`src/rtl/core/urxf_pkg.sv`:
```
// Shared types and constants for the UART receiver with ring FIFO.
// Used by the core and the testbench.
package urxf_pkg;

    // Serial frame format
    localparam int DATA_BITS = 8;
    localparam logic [7:0] DATA_MSB_MASK = 8'h80;

    // Timing register widths and reset values
    localparam int BIT_TICKS_W    = 16;
    localparam int FIRST_TICKS_W  = 17;
    localparam int ELAPSED_W      = 20;
    localparam int CFG_DATA_W     = 17;
    localparam int CFG_INDEX_W    = 4;
    localparam logic [BIT_TICKS_W-1:0]   BIT_TICKS_RESET   = 16'd8333;
    localparam logic [FIRST_TICKS_W-1:0] FIRST_TICKS_RESET = 17'd10610;

    // FIFO geometry
    localparam int FIFO_DEPTH_DEFAULT = 64;
    localparam int FILL_COUNT_W       = 6;

    // Configuration register indexes
    typedef enum logic [CFG_INDEX_W-1:0] {
        REG_BIT_TICKS          = 4'd0,
        REG_FIRST_SAMPLE_TICKS = 4'd1
    } cfg_reg_t;

    // One tick of the receive line with FIFO requests
    typedef struct packed {
        logic rx_level;
        logic pop_req;
        logic clear;
    } sample_t;

    // FIFO status reported for one tick
    typedef struct packed {
        logic [7:0]              head_byte;
        logic                    head_valid;
        logic [FILL_COUNT_W-1:0] fill_count;
        logic                    receiving;
    } result_t;

endpackage

```
`src/rtl/core/urxf_stream_if.sv`:
```
// Valid/ready stream channel carrying one payload of type data_t.
// Depends on nothing; payload types come from urxf_pkg at instantiation.
interface urxf_stream_if #(
    parameter type data_t = logic
);
    logic  valid;
    logic  ready;
    data_t data;

    modport source (
        output valid,
        output data,
        input  ready
    );

    modport sink (
        input  valid,
        input  data,
        output ready
    );
endinterface

```
`src/rtl/core/uart_rx_with_ring_fifo_core.sv`:
```
// UART 8N1 receiver feeding a ring FIFO, one input request per clock tick unless results stall.
// Depends on urxf_pkg and urxf_stream_if.
//
// Usage:
//   sample carries one tick of the oversampled receive line (rx_level) plus
//   pop_req and clear requests for the FIFO. result carries, for each accepted
//   sample, the FIFO head byte, head_valid, fill_count and the receiving flag
//   as they stood before that tick. cfg_wr_en/cfg_index/cfg_data write the
//   bit_ticks and first_sample_ticks timing registers; write them while idle.
//   Throughput: one sample request per cycle while result.ready is high. The result
//   of a sample is valid on the cycle after it is accepted, from a single
//   output register. The head byte comes from a registered FIFO memory read
//   at the next head index, with a bypass for a write to the head entry.
//   A stalled result channel holds its request; sample.ready drops only while
//   a result waits and result.ready is low, so no tick is lost.
//   The FIFO holds FIFO_DEPTH-1 bytes; a byte received while full is dropped.
//   Reset empties the FIFO, ends any frame and restores the timing registers;
//   memory contents are not cleared, since only written entries are read.
module uart_rx_with_ring_fifo_core #(
    parameter int FIFO_DEPTH = urxf_pkg::FIFO_DEPTH_DEFAULT
) (
    input  logic                             clk,
    input  logic                             rst_n,
    urxf_stream_if.sink                      sample,
    urxf_stream_if.source                    result,
    input  logic                             cfg_wr_en,
    input  logic [urxf_pkg::CFG_INDEX_W-1:0] cfg_index,
    input  logic [urxf_pkg::CFG_DATA_W-1:0]  cfg_data
);
    import urxf_pkg::*;

    localparam int AW     = $clog2(FIFO_DEPTH);
    localparam int FILL_W = (AW + 1 > FILL_COUNT_W) ? AW + 1 : FILL_COUNT_W;
    localparam logic [AW:0]   DEPTH_VAL = (AW + 1)'(FIFO_DEPTH);
    localparam logic [AW-1:0] LAST_IDX  = AW'(FIFO_DEPTH - 1);

    // Ring index advance with wrap at the depth
    function automatic logic [AW-1:0] ring_next(input logic [AW-1:0] idx);
        return (idx == LAST_IDX) ? '0 : idx + AW'(1);
    endfunction

    // Timing registers
    logic [BIT_TICKS_W-1:0]   bit_ticks_reg;
    logic [FIRST_TICKS_W-1:0] first_ticks_reg;

    // Receiver state
    logic                 busy_reg, busy_next;
    logic [ELAPSED_W-1:0] elapsed_reg, elapsed_next;
    logic [3:0]           bitnum_reg, bitnum_next;
    logic [7:0]           shift_reg, shift_next;
    logic                 last_level_reg, last_level_next;

    // FIFO state
    logic [7:0]    mem [FIFO_DEPTH];
    logic [AW-1:0] wr_idx_reg, wr_idx_next;
    logic [AW-1:0] rd_idx_reg, rd_idx_next;
    logic [7:0]    rdata_reg;
    logic          byp_reg, byp_next;
    logic [7:0]    byp_data_reg;

    // Output register
    logic    out_valid_reg, out_valid_next;
    result_t out_data_reg;

    logic                 accept;
    logic                 have;
    logic [AW:0]          fill;
    logic [FILL_W-1:0]    fill_ext;
    logic [7:0]           head_data;
    logic [ELAPSED_W-1:0] elapsed_inc;
    logic [ELAPSED_W-1:0] target;
    logic                 push;
    logic                 mem_we;
    logic [AW-1:0]        wr_base;
    logic [AW-1:0]        wr_adv;
    result_t              res_now;

    assign sample.ready = !out_valid_reg || result.ready;
    assign accept       = sample.valid && sample.ready;
    assign result.valid = out_valid_reg;
    assign result.data  = out_data_reg;

    // Fill level and head before this tick
    assign have      = wr_idx_reg != rd_idx_reg;
    assign fill      = (wr_idx_reg >= rd_idx_reg)
                     ? {1'b0, wr_idx_reg} - {1'b0, rd_idx_reg}
                     : {1'b0, wr_idx_reg} + DEPTH_VAL - {1'b0, rd_idx_reg};
    assign fill_ext  = FILL_W'(fill);
    assign head_data = byp_reg ? byp_data_reg : rdata_reg;

    always_comb
    begin
        res_now.head_byte  = have ? head_data : 8'd0;
        res_now.head_valid = have;
        res_now.fill_count = fill_ext[FILL_COUNT_W-1:0];
        res_now.receiving  = busy_reg;
    end

    // Bit timing compare
    assign elapsed_inc = elapsed_reg + ELAPSED_W'(1);
    assign target      = (bitnum_reg == 4'd0) ? ELAPSED_W'(first_ticks_reg)
                                              : ELAPSED_W'(bit_ticks_reg);

    // Advance the receiver on each accepted tick
    always_comb
    begin
        busy_next       = busy_reg;
        elapsed_next    = elapsed_reg;
        bitnum_next     = bitnum_reg;
        shift_next      = shift_reg;
        last_level_next = last_level_reg;
        push            = 1'b0;
        if (accept)
        begin
            last_level_next = sample.data.rx_level;
            if (busy_reg)
            begin
                elapsed_next = elapsed_inc;
                if (elapsed_inc >= target)
                begin
                    elapsed_next = '0;
                    if (bitnum_reg < 4'(DATA_BITS))
                    begin
                        shift_next  = (shift_reg >> 1)
                                    | (sample.data.rx_level ? DATA_MSB_MASK : 8'd0);
                        bitnum_next = bitnum_reg + 4'd1;
                    end
                    else
                    begin
                        push        = 1'b1;
                        busy_next   = 1'b0;
                        bitnum_next = 4'd0;
                    end
                end
            end
            else if (last_level_reg && !sample.data.rx_level)
            begin
                busy_next    = 1'b1;
                elapsed_next = '0;
                bitnum_next  = 4'd0;
                shift_next   = 8'd0;
            end
        end
    end

    // Apply clear or pop first, then push against the updated read index
    always_comb
    begin
        rd_idx_next = rd_idx_reg;
        wr_base     = wr_idx_reg;
        if (accept && sample.data.clear)
        begin
            rd_idx_next = '0;
            wr_base     = '0;
        end
        else if (accept && sample.data.pop_req && have)
        begin
            rd_idx_next = ring_next(rd_idx_reg);
        end
        wr_adv      = ring_next(wr_base);
        mem_we      = push && (wr_adv != rd_idx_next);
        wr_idx_next = mem_we ? wr_adv : wr_base;
        byp_next    = mem_we && (wr_base == rd_idx_next);
    end

    // Hold the result until taken, load on each accepted tick
    assign out_valid_next = accept || (out_valid_reg && !result.ready);

    always_ff @(posedge clk or negedge rst_n)
    begin
        if (!rst_n)
        begin
            bit_ticks_reg   <= BIT_TICKS_RESET;
            first_ticks_reg <= FIRST_TICKS_RESET;
            busy_reg        <= 1'b0;
            elapsed_reg     <= '0;
            bitnum_reg      <= 4'd0;
            shift_reg       <= 8'd0;
            last_level_reg  <= 1'b1;
            wr_idx_reg      <= '0;
            rd_idx_reg      <= '0;
            byp_reg         <= 1'b0;
            out_valid_reg   <= 1'b0;
        end
        else
        begin
            busy_reg       <= busy_next;
            elapsed_reg    <= elapsed_next;
            bitnum_reg     <= bitnum_next;
            shift_reg      <= shift_next;
            last_level_reg <= last_level_next;
            wr_idx_reg     <= wr_idx_next;
            rd_idx_reg     <= rd_idx_next;
            byp_reg        <= byp_next;
            out_valid_reg  <= out_valid_next;
            if (cfg_wr_en)
            begin
                case (cfg_index)
                    REG_BIT_TICKS:
                        bit_ticks_reg <= cfg_data[BIT_TICKS_W-1:0];
                    REG_FIRST_SAMPLE_TICKS:
                        first_ticks_reg <= cfg_data[FIRST_TICKS_W-1:0];
                    default:
                        ;
                endcase
            end
        end
    end

    // FIFO memory: write the received byte, read ahead at the next head index
    always_ff @(posedge clk)
    begin
        if (mem_we)
        begin
            mem[wr_base] <= shift_reg;
        end
        rdata_reg    <= mem[rd_idx_next];
        byp_data_reg <= shift_reg;
    end

    // Result payload
    always_ff @(posedge clk)
    begin
        if (accept)
        begin
            out_data_reg <= res_now;
        end
    end

endmodule

```
`src/flat_wrapper.sv`:
```
// flat-port wrapper written by rule: the top's interface ports become plain ports
module uart_rx_with_ring_fifo_core_flat import urxf_pkg::*;
#(
    parameter int FIFO_DEPTH = urxf_pkg::FIFO_DEPTH_DEFAULT
)
  (clk, rst_n, cfg_wr_en, cfg_index, cfg_data, sample_valid, sample_data, sample_ready, result_valid, result_data, result_ready);
  urxf_stream_if #(.data_t(sample_t)) sample_i ();
  urxf_stream_if #(.data_t(result_t)) result_i ();
  input  logic clk;
  input  logic rst_n;
  input  logic cfg_wr_en;
  input  logic [urxf_pkg::CFG_INDEX_W-1:0] cfg_index;
  input  logic [urxf_pkg::CFG_DATA_W-1:0] cfg_data;
  input wire logic [$bits(sample_i.valid)-1:0] sample_valid;
  input wire logic [$bits(sample_i.data)-1:0] sample_data;
  output wire logic [$bits(sample_i.ready)-1:0] sample_ready;
  output wire logic [$bits(result_i.valid)-1:0] result_valid;
  output wire logic [$bits(result_i.data)-1:0] result_data;
  input wire logic [$bits(result_i.ready)-1:0] result_ready;
  assign sample_i.valid = sample_valid;
  assign sample_i.data = sample_data;
  assign sample_ready = sample_i.ready;
  assign result_valid = result_i.valid;
  assign result_data = result_i.data;
  assign result_i.ready = result_ready;
  uart_rx_with_ring_fifo_core #(.FIFO_DEPTH(FIFO_DEPTH)) u_core (.clk(clk), .rst_n(rst_n), .sample(sample_i), .result(result_i), .cfg_wr_en(cfg_wr_en), .cfg_index(cfg_index), .cfg_data(cfg_data));
endmodule
```
`config.mk`:
```
export PLATFORM = sky130hd
export DESIGN_NAME = uart_rx_with_ring_fifo_core_flat
export DESIGN_NICKNAME = d
export VERILOG_FILES = /design/src/rtl/core/urxf_pkg.sv /design/src/rtl/core/urxf_stream_if.sv /design/src/rtl/core/uart_rx_with_ring_fifo_core.sv /design/src/flat_wrapper.sv
export SDC_FILE = /design/constraint.sdc
export NUM_CORES = 1
export LEC_CHECK = 0
export BUFFER_PORTS_ARGS = -buffer_cell sky130_fd_sc_hd__buf_4
export CAP_MARGIN = 25
export CORE_ASPECT_RATIO = 1.5
export CORE_MARGIN = 8
export CORE_UTILIZATION = 60
export CTS_CLUSTER_SIZE = 25
export DETAILED_ROUTE_END_ITERATION = 7
export PLACE_DENSITY = 0.77
export SETUP_SLACK_MARGIN = 0.4
export SYNTH_ARGS = -nofsm -noshare
export SYNTH_HDL_FRONTEND = slang
export SYNTH_SLANG_ARGS = --single-unit
```
`constraint.sdc`:
```
create_clock -name clk -period 7.2 [get_ports clk]
set_input_delay 0.72 -clock clk [delete_from_list [all_inputs] [get_ports clk]]
set_output_delay 0.72 -clock clk [all_outputs]
set_load 0.05 [all_outputs]
```
==> impl_metrics.yaml <==
die:
  num_rows: 95
  io_pins: 47
  die_y_um: 276.9
  core_area_sq_um: 44810
  start_util_pct: 60.77
  die_x_um: 189.9
  dieArea_sq_um: 52600
critical_path:
  cp-start-kind: "register"
  critical-path-max-stage-delay_ns: 0.79
  critPathSlowestCell: "or2_4"
  reg2reg_depth: 17
  crit_cells: 17
  cp.required_ns: 7.56
  end_kind: "register"
  crit_family: "simple AND/OR/NAND/NOR gates"
  crit_buf_inv: 2
  r2r_slack_ns: 1.80
  worstPathCellList: "ha_1 > and4_1 > nand4_1 > nor2_1 > xnor2_1 > ha_1 > a21oi_1 > nor2b_1 > a2111oi_0 > o211ai_1 > a41oi_1 > o21ai_0 > nand3_1 > or2_4 > buf_4 > nor3_1 > buf_4"
  crit_type: "reg2reg"
  worstPathArrival_ns: 5.76
  cp_max_fo: 54
clock_tree:
  path_clk_slew_ns: 0.06
  cts_setup_buffers: 0
  clock_latency_ns: 0.60
  clockRootBuffer: "clkbuf_16"
  numCtsBuffers: 53
  ctsResizeCount: 0
  clk_path_buf_depth: 3
  cts_sinks: 625
  cts_tree: "built"
  h-tree-depth: 2
final_layout:
  drive_gt1_share_pct: 14.05
  area_delta_synth_final_pct: 10.38
  layout_common_cells: "edfxtp_1, nand2_1, nand3_1"
  final_util_pct: 67.07
  nNetsFinal: 2214
  largest_reg_flops: 512
  mostFrequentLayoutCell: "edfxtp_1"
  fillers: 3114
power:
  p_comb_share_pct: 22.1
  power_density_nw_per_um2: 337.7
  seqPwrFrac_pct: 51.1
  switching_share_pct: 33.47
  p_int_w: 0.006752
  clock_power_share_pct: 26.8
  p_sw_w: 0.003397
  leakage_nw: 10.55
  peakVddDrop_uv: 343.5
placement:
  portBuffers: 46
  dp_hpwl_um: 47590
  gp_congestion: 1.006
yosys:
  ys_seq_area_share_pct: 66.91
  ys_types: 70
  synth-seq-cells: 625
  synth-edff-count: 528
  yosysWarnings: 0
  ys.flop_type: "edfxtp_1"
  synth.avg_cell_area_sq_um: 12.86
  syn_inst: 2117
  netlist_area_sq_um: 27230
  synthArstFlopShare_pct: 12.96
  syn_nets: 2174
global_routing:
  grt_max_degree: 110
  grt_use_total_pct: 28.35
  grt_pass1_vias: 18340
  grt_first_pass_wirelength_um: 111900
  antenna_found_initial: 1
  gr-total-overflow: 0
sta:
  max_freq_mhz: 185.3
  hold_viol_final: 0
  finalSetupViolCount: 0
  fin_crit_ns: 5.396
  maxSlewViolCount: 0
  worst_pin_slew_ns: 1.065
  setup_tns_ns: 0
  skew_ns: 0.01857
  worst_hold_slack_ns: 0.3551
  max_slew_margin_pct: 28.48
  rsz0062_at_grt: "false"
  min_period_over_period_pct: 74.94
detailed_routing:
  ant_nets: 0
  drt_first_pass_iters: 6
  drc_errors: 0
  drt-initial-drc-count: 2266
  vias_per_cell: 6.716
  routedWlPerCell_um: 27.25
  wl_um: 75830
  vias: 18690
job:
  maxCapViolations: 0
min_path:
  whs_path_depth: 2
  hold_class: "in2reg"
outcome:
  status: "complete, no violations"
[per-layer routing]
metal / up-vias / track usage (%) / part of all wire [%]
met1: 9115 / 32.58 / 34
met2: 1118 / 48.37 / 50
li1: 8179 / - / -
met3: 280 / 4.385 / 8.7
met4: 0 / 18.71 / 7.2
met5: - / 0 / 0
[cells in the mapped netlist (13+ instances only)]
library cell	instances	area share (%)
edfxtp_1	528	58
nand2_1	356	4.9
nand3_1	121	2.2
clkbuf_1	90	1.2
a211oi_1	77	2.1
mux2i_1	73	2.7
dfrtp_1	68	6.2
nor3_1	53	0.97
and3_1	51	1.2
nor2_1	45	0.62
a22o_1	38	1.2
a22oi_1	37	1.0
nor4_1	37	0.85
o21ai_0	36	0.66
mux2_2	35	1.4
buf_2	32	0.59
inv_1	31	0.43
a21oi_1	30	0.55
ha_1	27	1.2
a31o_2	22	0.71
nand4_1	21	0.48
a311oi_1	19	0.61
or3_1	19	0.44
nand2b_1	18	0.41
a31oi_1	17	0.39
a221oi_1	16	0.51
dfxtp_1	16	1.2
xnor2_1	16	0.51
a2111oi_0	15	0.48
o211ai_1	15	0.41
o22ai_1	15	0.34
buf_1	14	0.19
dfstp_2	13	1.3
[through the flow]
stage | area (sq um) | setup slack [ns] | cells | total power, W
floorplan | 27230 | 2.023 | 2117 | 0.006405
global placement | 28340 | 1.560 | 2676 | 0.007386
detailed placement | 28370 | 1.512 | 2678 | 0.007440
CTS | 30020 | 1.851 | 2777 | 0.01012
global route | 30050 | 1.417 | 2782 | 0.01047
finish | 30060 | 1.804 | 2783 | 0.01015
[path summary, 6_finish.rpt]
path                                                  startpoint                               endpoint
max in group asynchronous                                  rst_n        u_core.shift_reg[5]$_DFFE_PN0P_
hold reg to reg            u_core.first_ticks_reg[0]$_DFFE_PN0P_  u_core.first_ticks_reg[0]$_DFFE_PN0P_
min in group asynchronous                                  rst_n   u_core.bit_ticks_reg[12]$_DFFE_PN0P_
setup reg to reg               u_core.elapsed_reg[0]$_DFFE_PN0P_            u_core.mem[35][6]$_DFFE_PP_
hold / removal                                       cfg_data[6]  u_core.first_ticks_reg[6]$_DFFE_PN1P_
setup / recovery               u_core.elapsed_reg[0]$_DFFE_PN0P_            u_core.mem[35][6]$_DFFE_PP_
[power groups by stage]
| stage | Combinational [W] | Clock, W | Sequential (W) |
|---|---|---|---|
| 3_3_place_gp | 0.00214 | 0 | 0.00524 |
| 3_5_place_dp | 0.00219 | 0 | 0.00524 |
| 5_1_grt | 0.00239 | 0.00287 | 0.00521 |
| 2_1_floorplan | 0.00149 | 0 | 0.00491 |
| 4_1_cts | 0.00220 | 0.00274 | 0.00517 |
| 6_report | 0.00224 | 0.00272 | 0.00519 |
[layout make-up]
class | count | area (sq um) | area share (%)
sequential | 625 | 18250 | 60.72
multi-input combinational | 1315 | 8314 | 27.66
clock buffer | 64 | 1368 | 4.550
timing repair buffer | 129 | 991.0 | 3.297
tap | 582 | 728.2 | 2.423
clock inverter | 34 | 274.0 | 0.9117
inverter | 33 | 128.9 | 0.4288
antenna | 1 | 2.502 | 0.008326
[cells by family (layout without fill, tap and decap cells)]
group                      count (synthesis)  in the layout  synth area share, %
AOI/OAI and AO/OA                        398            398                10.99
muxes                                    109            109                4.186
and+or+nand+nor                          752            752                12.91
adders and majority gates                 28             28                1.314
buffers and inverters                    177            260                2.766
other                                      0              1                    0
DFF                                      625            625                66.91
xor gates and xnor gates                  28             28               0.9282
[what timing repair did]
action / CTS / global route
hold buffers: 1 / 0
endpoints found under the setup margin: 0 / 0
hold endpoints to repair: 11 / 0
(Power assumes the default switching activity.)
